==> config.mk <==
export PLATFORM = sky130hd
export DESIGN_NAME = swap_permutation_generator_top
export DESIGN_NICKNAME = d
export VERILOG_FILES = /design/src/sv/spg_pkg.sv /design/src/sv/swap_permutation_generator_top.sv
export VERILOG_INCLUDE_DIRS = /design/src /design/src/sv
export SDC_FILE = /design/constraint.sdc
export NUM_CORES = 1
export LEC_CHECK = 0
export BUFFER_PORTS_ARGS = -buffer_cell sky130_fd_sc_hd__clkbuf_2
export CELL_PAD_IN_SITES_DETAIL_PLACEMENT = 0
export CELL_PAD_IN_SITES_GLOBAL_PLACEMENT = 1
export CORE_MARGIN = 3
export CORE_UTILIZATION = 40
export CTS_CLUSTER_SIZE = 30
export DETAILED_ROUTE_END_ITERATION = 8
export PLACE_DENSITY = 0.65
export SETUP_SLACK_MARGIN = 0.3
export SYNTH_ARGS = -nofsm -noshare
export SYNTH_HDL_FRONTEND = slang
export SYNTH_SLANG_ARGS = --single-unit
==> constraint.sdc <==
create_clock -name clk -period 3.75 [get_ports clk]
set_input_delay 0.375 -clock clk [delete_from_list [all_inputs] [get_ports clk]]
set_output_delay 0.375 -clock clk [all_outputs]
set_load 0.01 [all_outputs]
==> src/sv/swap_permutation_generator_top_macros.svh <==
// Assertion macros for the swap permutation generator
`ifndef SWAP_PERMUTATION_GENERATOR_TOP_MACROS_SVH
`define SWAP_PERMUTATION_GENERATOR_TOP_MACROS_SVH

// same-cycle implication, sampled on clk, off during reset
`define SPG_ASSERT_NOW(label, ante, cons) \
  label: assert property (@(posedge clk) disable iff (rst) (ante) |-> (cons)) \
    else $error("swap permutation generator check failed");

// next-cycle implication, sampled on clk, off during reset
`define SPG_ASSERT_NEXT(label, ante, cons) \
  label: assert property (@(posedge clk) disable iff (rst) (ante) |=> (cons)) \
    else $error("swap permutation generator check failed");

`endif

==> src/sv/spg_pkg.sv <==
`timescale 1ns / 1ps
package spg_pkg;

  localparam int MAX_ELEMENTS = 8;
  localparam int RESULT_LIMIT = 8;
  localparam int N_MAX  = (MAX_ELEMENTS < RESULT_LIMIT) ? MAX_ELEMENTS : RESULT_LIMIT;
  localparam int ADDR_W = $clog2(MAX_ELEMENTS);
  localparam int N_W    = $clog2(N_MAX + 1);
  localparam int CNT_W  = 4;
  localparam int POS_W  = 3;
  localparam int DATA_W = 32;
  localparam int PC_W   = 5;
  localparam logic [CNT_W-1:0] COUNT_RESET = CNT_W'(5);

  typedef logic [PC_W-1:0] pc_t;

  typedef enum logic [1:0] {RD_NONE, RD_LVL, RD_IDX, RD_EMIT} rd_sel_t;
  typedef enum logic [1:0] {WR_NONE, WR_LVL, WR_IDX} wr_sel_t;
  typedef enum logic [3:0] {
    OP_NONE, OP_SETK, OP_LOADIDX, OP_INCIDX, OP_COMMIT,
    OP_RESTORE, OP_DESCEND0, OP_FINISH, OP_DONE
  } op_t;
  typedef enum logic [2:0] {
    JC_NONE, JC_ALWAYS, JC_FIN, JC_NEW, JC_KZERO, JC_IDXGE, JC_MORE
  } cond_t;

  typedef struct packed {
    rd_sel_t rd;
    wr_sel_t wr;
    logic    tmp_ld;
    op_t     op;
    cond_t   cond;
    pc_t     target;
    logic    fin;
  } ucw_t;

  localparam pc_t S_DISPATCH = pc_t'(0);
  localparam pc_t S_NEWCHK   = pc_t'(1);
  localparam pc_t S_LOOP     = pc_t'(2);
  localparam pc_t S_RESTORE  = pc_t'(12);
  localparam pc_t S_FIRST    = pc_t'(13);
  localparam pc_t S_EXHAUST  = pc_t'(14);
  localparam pc_t S_DONE     = pc_t'(15);
  localparam pc_t S_EMIT     = pc_t'(16);
  localparam pc_t S_TAIL     = pc_t'(17);

  localparam ucw_t UCW_IDLE = '{RD_NONE, WR_NONE, 1'b0, OP_NONE, JC_NONE, S_DISPATCH, 1'b1};

  function automatic ucw_t ucode(input pc_t pc);
    ucw_t w;
    unique case (pc)
      S_DISPATCH: w = '{RD_NONE, WR_NONE, 1'b0, OP_SETK,     JC_FIN,    S_DONE,    1'b0};
      S_NEWCHK:   w = '{RD_NONE, WR_NONE, 1'b0, OP_NONE,     JC_NEW,    S_FIRST,   1'b0};
      S_LOOP:     w = '{RD_NONE, WR_NONE, 1'b0, OP_LOADIDX,  JC_KZERO,  S_EXHAUST, 1'b0};
      pc_t'(3):   w = '{RD_LVL,  WR_NONE, 1'b0, OP_NONE,     JC_NONE,   S_DISPATCH, 1'b0};
      pc_t'(4):   w = '{RD_IDX,  WR_NONE, 1'b1, OP_NONE,     JC_NONE,   S_DISPATCH, 1'b0};
      pc_t'(5):   w = '{RD_NONE, WR_LVL,  1'b0, OP_NONE,     JC_NONE,   S_DISPATCH, 1'b0};
      pc_t'(6):   w = '{RD_NONE, WR_IDX,  1'b0, OP_INCIDX,   JC_NONE,   S_DISPATCH, 1'b0};
      pc_t'(7):   w = '{RD_NONE, WR_NONE, 1'b0, OP_NONE,     JC_IDXGE,  S_RESTORE, 1'b0};
      pc_t'(8):   w = '{RD_LVL,  WR_NONE, 1'b0, OP_COMMIT,   JC_NONE,   S_DISPATCH, 1'b0};
      pc_t'(9):   w = '{RD_IDX,  WR_NONE, 1'b1, OP_NONE,     JC_NONE,   S_DISPATCH, 1'b0};
      pc_t'(10):  w = '{RD_NONE, WR_LVL,  1'b0, OP_NONE,     JC_NONE,   S_DISPATCH, 1'b0};
      pc_t'(11):  w = '{RD_NONE, WR_IDX,  1'b0, OP_NONE,     JC_ALWAYS, S_EMIT,    1'b0};
      S_RESTORE:  w = '{RD_NONE, WR_NONE, 1'b0, OP_RESTORE,  JC_ALWAYS, S_LOOP,    1'b0};
      S_FIRST:    w = '{RD_NONE, WR_NONE, 1'b0, OP_DESCEND0, JC_ALWAYS, S_EMIT,    1'b0};
      S_EXHAUST:  w = '{RD_NONE, WR_NONE, 1'b0, OP_FINISH,   JC_ALWAYS, S_DONE,    1'b0};
      S_DONE:     w = '{RD_NONE, WR_NONE, 1'b0, OP_DONE,     JC_NONE,   S_DISPATCH, 1'b1};
      S_EMIT:     w = '{RD_EMIT, WR_NONE, 1'b0, OP_NONE,     JC_MORE,   S_EMIT,    1'b0};
      S_TAIL:     w = '{RD_NONE, WR_NONE, 1'b0, OP_NONE,     JC_NONE,   S_DISPATCH, 1'b1};
      default:    w = UCW_IDLE;
    endcase
    return w;
  endfunction

endpackage

==> src/sv/swap_permutation_generator_top.sv <==
`timescale 1ns / 1ps
// Swap permutation generator.
// Input channel: an item transfers on a clock edge with start high and busy low.
//   action 0 loads value into position (no result) and restarts the
//   enumeration; action 1 asks for the next permutation of the first n positions.
// Configuration: wr_en with wr_data writes n (count_in_use, 0 reads as 1, above 8 as 8) and
//   restarts the enumeration. Write only while busy is low.
// Results: one element per cycle, each shown for one cycle with strobe high.
//   last_element marks the final element; after all n! permutations each request
//   gives one result with done_res and last_element high and zero value fields.
// Sequencing: a microcoded sequencer runs each request. The first request
//   descends and then emits. A later one dispatches, unwinds the stack levels
//   it must, swaps and re-descends, then emits over the single working array
//   read port. The request that runs out unwinds its levels and ends with a
//   done result; once finished, each request gives a done result.
// Reset: the enumeration state clears and n returns to 5; array contents stay
//   undefined until loaded. The receiver cannot stall: every strobe is a
//   transfer.
module swap_permutation_generator_top (
  input  logic                         clk,
  input  logic                         rst,
  input  logic                         start,
  output logic                         busy,
  input  logic                         action,
  input  logic [spg_pkg::POS_W-1:0]    position,
  input  logic signed [spg_pkg::DATA_W-1:0] value,
  input  logic                         wr_en,
  input  logic [spg_pkg::CNT_W-1:0]    wr_data,
  output logic                         strobe,
  output logic [spg_pkg::POS_W-1:0]    out_position,
  output logic signed [spg_pkg::DATA_W-1:0] out_value,
  output logic                         last_element,
  output logic                         done_res
);
  import spg_pkg::*;

  logic [DATA_W-1:0] mem [MAX_ELEMENTS];
  logic [DATA_W-1:0] rdata;
  logic [DATA_W-1:0] tmp;
  logic [ADDR_W-1:0] level_index [MAX_ELEMENTS];
  logic [CNT_W-1:0]  count_in_use;
  logic              run;
  pc_t               pc;
  logic              started;
  logic              finished;
  logic [N_W-1:0]    k;
  logic [N_W-1:0]    idx;
  logic [N_W-1:0]    e;

  ucw_t              cw;
  logic [N_W-1:0]    n;
  logic [N_W-1:0]    lvl;
  logic              jump;
  logic              take;
  logic              load_take;
  logic [ADDR_W-1:0] raddr;

  assign busy      = run;
  assign take      = start && !run;
  assign load_take = take && !action;
  assign lvl       = k - N_W'(1);
  assign out_value = done_res ? '0 : signed'(rdata);

  always_comb begin
    if (count_in_use == '0) begin
      n = N_W'(1);
    end else if (32'(count_in_use) > N_MAX) begin
      n = N_W'(N_MAX);
    end else begin
      n = N_W'(count_in_use);
    end
  end

  always_comb begin
    cw = run ? ucode(pc) : UCW_IDLE;
  end

  always_comb begin
    unique case (cw.cond)
      JC_NONE:   jump = 1'b0;
      JC_ALWAYS: jump = 1'b1;
      JC_FIN:    jump = finished;
      JC_NEW:    jump = !started;
      JC_KZERO:  jump = (k == '0);
      JC_IDXGE:  jump = (idx >= n);
      JC_MORE:   jump = ((e + N_W'(1)) < n);
      default:   jump = 1'b0;
    endcase
  end

  always_comb begin
    unique case (cw.rd)
      RD_LVL:  raddr = ADDR_W'(lvl);
      RD_IDX:  raddr = ADDR_W'(idx);
      RD_EMIT: raddr = ADDR_W'(e);
      default: raddr = '0;
    endcase
  end

  always_ff @(posedge clk) begin
    if (cw.rd != RD_NONE) begin
      rdata <= mem[raddr];
    end
    if (cw.tmp_ld) begin
      tmp <= rdata;
    end
    if (load_take) begin
      if (32'(position) < MAX_ELEMENTS) begin
        mem[ADDR_W'(position)] <= value;
      end
    end else if (cw.wr == WR_LVL) begin
      mem[ADDR_W'(lvl)] <= rdata;
    end else if (cw.wr == WR_IDX) begin
      mem[ADDR_W'(idx)] <= tmp;
    end
  end

  always_ff @(posedge clk) begin
    if (rst) begin
      run          <= 1'b0;
      pc           <= S_DISPATCH;
      started      <= 1'b0;
      finished     <= 1'b0;
      count_in_use <= COUNT_RESET;
      strobe       <= 1'b0;
      for (int j = 0; j < MAX_ELEMENTS; j++) begin
        level_index[j] <= '0;
      end
    end else begin
      strobe <= 1'b0;
      if (wr_en) begin
        count_in_use <= wr_data;
      end
      if (wr_en || load_take) begin
        started  <= 1'b0;
        finished <= 1'b0;
        for (int j = 0; j < MAX_ELEMENTS; j++) begin
          level_index[j] <= '0;
        end
      end
      if (take && action) begin
        run <= 1'b1;
        pc  <= S_DISPATCH;
        e   <= '0;
      end else if (run) begin
        if (cw.fin) begin
          run <= 1'b0;
        end
        pc <= jump ? cw.target : pc + pc_t'(1);
      end
      if (cw.rd == RD_EMIT) begin
        e            <= e + N_W'(1);
        strobe       <= 1'b1;
        out_position <= POS_W'(e);
        last_element <= ((e + N_W'(1)) == n);
        done_res     <= 1'b0;
      end
      unique case (cw.op)
        OP_NONE: begin
        end
        OP_SETK: begin
          k <= n - N_W'(1);
          e <= '0;
        end
        OP_LOADIDX: begin
          idx <= N_W'(level_index[ADDR_W'(lvl)]);
        end
        OP_INCIDX: begin
          idx <= idx + N_W'(1);
        end
        OP_COMMIT: begin
          level_index[ADDR_W'(lvl)] <= ADDR_W'(idx);
          for (int j = 0; j < MAX_ELEMENTS; j++) begin
            if ((j > 32'(lvl)) && (j + 1 < 32'(n))) begin
              level_index[j] <= ADDR_W'(j);
            end
          end
        end
        OP_RESTORE: begin
          level_index[ADDR_W'(lvl)] <= ADDR_W'(lvl);
          k <= lvl;
        end
        OP_DESCEND0: begin
          started <= 1'b1;
          for (int j = 0; j < MAX_ELEMENTS; j++) begin
            if (j + 1 < 32'(n)) begin
              level_index[j] <= ADDR_W'(j);
            end
          end
        end
        OP_FINISH: begin
          finished <= 1'b1;
        end
        OP_DONE: begin
          strobe       <= 1'b1;
          out_position <= '0;
          last_element <= 1'b1;
          done_res     <= 1'b1;
        end
        default: begin
        end
      endcase
    end
  end

`include "swap_permutation_generator_top_macros.svh"

  `SPG_ASSERT_NEXT(a_idle_quiet, !busy, !strobe)
  `SPG_ASSERT_NOW(a_done_is_last, strobe && done_res, last_element)
  `SPG_ASSERT_NEXT(a_load_no_run, start && !busy && !action, !busy)
  `SPG_ASSERT_NOW(a_emit_bound, busy, e <= n)

endmodule
==> reports/metrics.csv <==
metric,value,unit
outcome,"complete, no violations",
synth-edff-count,352,
synth_cells,1067,
tritoncts,done,
slew_violations,0,
hpwl,24100,um
place_area,18100,um^2
setup_ws,0.466,ns
r2r_slack,0.47,ns
reg2reg_from,e[2]$_SDFFCE_PP0P_,
slowest_stage,or3b_2,
core_region_area,41100,um^2
maxCapViolations,0,
syn_area,16800,um^2
drive_gt1_share,28.4,%
synth_nets,1134,
drt-total-wl,38200,um
fmax,305,MHz
grt_overflow,0,
crit_required,4.16,ns
pre_cts_slack,0.214,ns
fin_setup_tns,0,ns
final_util,47.5,%
power.density,470,nW/um^2
path_class,register to register,
clock_sinks,391,
antennaDiodeCount,0,
finalNonFillerCells,1762,
clkPwrFrac,41.7,%
chipHeight,211,um
cp-start-kind,register,
final-hold-violation-count,0,
final_design_area_no_fill,19500,um^2
clk_pin_slew,0.06,ns
min-delay-start,wr_data[0],
syn_avg_cell_area,15.7,um^2
crit_buf_inv,1,
fp.dieW,211,um
relSlewSlack,32.2,%
vias,9538,
clock_skew,0.0128,ns
hold_class,primary input to register,
peakVddDrop,272,uV
avgRoutedWirePerCell,21.7,um
cp_max_fo,6,
worst_slew_pin_slew,1.01,ns
gr-usage-all-layers,17.3,%
fin_crit_sh,87.6,%
ff2ff_path_depth,13,
drtIter0Drc,582,
dieArea,44400,um^2
clockBufferDepth,3,
ys_types,76,
worstHoldEndpoint,count_in_use[0]$_SDFFE_PP1P_,
grt_pass1_vias,9731,
min_period,3.28,ns
synthFlopType,edfxtp_1,
synth-seq-cells,391,
num_rows,74,
grt_pass1_wl,58800,um
viasPerCell,5.41,
p_seq_share,53.1,%
cts_hold_buf,0,
p_leak,6.85,nW
final-setup-viol-count,0,
final_nets,1265,
clkLatencyLatePin,0.54,ns
dp_cells,1676,
area_growth,16.4,%
grt_max_degree,65,
slowest_delay,0.46,ns
drc,0,
io_buffers,82,
endpoint_kind,register,
first_pass_iters,5,
pwr-share-comb,5.1,%
ios,83,
antenna_left,0,
design_power_total,9.17,mW
initial_core_util,40.8,%
p_int,7.17,mW
htreeDepth,2,
min_path_cells,2,
hold_slack,0.0431,ns
switchingPower,1.99,mW
crit_chain,nand3_2 > xnor2_2 > ha_1 > or3b_2 > a211o_1 > o211ai_4 > o21ai_0 > a31o_2 > nor2_4 > inv_2 > ha_2 > a211oi_2 > a2111oi_4,
yosys_warnings,0,
swShare,21.8,%
rsz0062_at_grt,no,
cp.arrival,3.69,ns
ys_seq_area_share,67.7,%
crit_family,compound AO/OA/AOI/OAI gates,
place.gp.congestion,0.809,
synthArstFlopShare,0,%
antenna_found_initial,0,
root_buffer,clkbuf_16,
cts_made_buffers,43,
==> cells in the mapped netlist (4+ instances only) <==
cell type  number  area share (%)
xnor2_1         4            0.21
buf_1           4           0.089
nor3b_1         5            0.22
nand2b_1        8            0.30
a21oi_1        30            0.90
xor2_1          5            0.26
o21a_1          6            0.27
nor2b_1        44             1.6
nand4_1         6            0.22
and2_1          4            0.15
o21ai_0        54             1.6
mux4_2         66             8.9
nand3b_1        4            0.18
nor3_1         12            0.36
nand2_1        71             1.6
buf_4           4            0.18
nand3_1        20            0.60
a31oi_1         7            0.26
buf_2           6            0.18
mux2i_1        44             2.6
inv_1          16            0.36
nor2_1         65             1.5
buf_6           5            0.34
mux2_2         32             2.1
ha_1           23             1.7
or3_1          11            0.41
a211oi_1        7            0.31
edfxtp_1      352              63
a221oi_1        4            0.21
a211o_1         4            0.21
dfxtp_1        39             4.7
a221o_1         7            0.42
clkbuf_1       35            0.78
==> power groups by stage <==
stage	combinational, mW	clock [mW]	sequential, mW
floorplan	0.314	0	4.94
global placement	0.459	0	4.96
detailed placement	0.459	0	4.96
CTS	0.466	3.93	4.87
global route	0.522	4.09	4.88
finish	0.472	3.82	4.87
==> worst max-delay path by stage <==
stage / startpoint / end / slack (ns) / depth (start not counted)
after CTS: e[2]$_SDFFCE_PP0P_ / register / 0.35 / 13
after global placement: e[0]$_SDFFCE_PP0P_ / register / 0.29 / 15
after detailed placement: e[0]$_SDFFCE_PP0P_ / register / 0.21 / 15
final: e[2]$_SDFFCE_PP0P_ / register / 0.47 / 13
after floorplan: k[0]$_DFFE_PP_ / mem[0][0]$_DFFE_PP_ / 0.14 / 9
after global routing: e[2]$_SDFFCE_PP0P_ / register / 0.26 / 13
==> worst reg2reg max path, delay by kind of cell (launching register included) <==
kind                       cells  cell delay, ns
buffers and inverters          1            0.09
DFF                            1            0.41
AOI/OAI and AO/OA              6            1.37
xor gates and xnor gates       1            0.16
and+or+nand+nor                3            0.72
adders and majority gates      2            0.40
==> cell type report <==
type | instances | area, um^2
multi-input combinational | 603 | 5270
timing repair buffer | 140 | 896
clock buffer | 49 | 1100
clock inverter | 28 | 165
fill | 3611 | 21600
tap | 532 | 666
inverter | 19 | 76.3
sequential | 391 | 11400
==> state kept, by name, summed over array words and instances, names as in the netlist, named ones only <==
signal,count
mem,256
busy,1
e,4
k,4
level_index,24
last_element,1
started,1
out_position,3
done_res,1
idx,4
pc,5
finished,1
strobe,1
tmp,32
rdata,32
count_in_use,4
==> layer usage <==
metal	up-vias	routed length, um	track usage (%)	part of all wire [%]
li1	4429	-	-	-
met1	4862	17200	23.9	45
met2	206	18800	29.2	49
met3	41	1630	2.58	4.3
met4	0	570	4.30	1.5
met5	-	0	0	0
==> repair_timing <==
| action | in CTS | in global routing |
|---|---|---|
| endpoints found under the hold margin | 0 | 0 |
| gates resized for setup | 3 | 15 |
| endpoints found under the setup margin | 5 | 10 |
| buffers inserted | 2 | 7 |
| cloned | 0 | 0 |
| pin swaps | 0 | 9 |
==> layout by cell type, fill, tap and decap left out, types with 5 or more instances in the layout <==
cell type | netlist | layout
edfxtp_1 | 352 | 352
clkbuf_2 | 0 | 82
nand2_1 | 71 | 71
mux4_2 | 66 | 66
nor2_1 | 65 | 55
buf_4 | 4 | 54
o21ai_0 | 54 | 52
nor2b_1 | 44 | 44
mux2i_1 | 44 | 44
clkbuf_16 | 0 | 43
dfxtp_1 | 39 | 39
mux2_2 | 32 | 32
a21oi_1 | 30 | 29
ha_1 | 23 | 20
nand3_1 | 20 | 19
clkinv_1 | 1 | 14
inv_1 | 16 | 13
nor3_1 | 12 | 12
or3_1 | 11 | 11
nor2_4 | 0 | 10
clkinv_2 | 0 | 9
nand2b_1 | 8 | 8
a31oi_1 | 7 | 7
a221o_1 | 7 | 7
nand4_1 | 6 | 6
o21a_1 | 6 | 6
a211oi_1 | 7 | 6
clkbuf_1 | 35 | 6
xor2_1 | 5 | 5
==> cell families after synthesis <==
family,synth area share [%]
compound gates,6.15
flops,67.7
xor+xnor,0.470
simple gates,8.35
fa+ha+maj,1.72
mux,13.6
buf+inv,2.01
No activity file was read; power rests on OpenSTA's default activity.
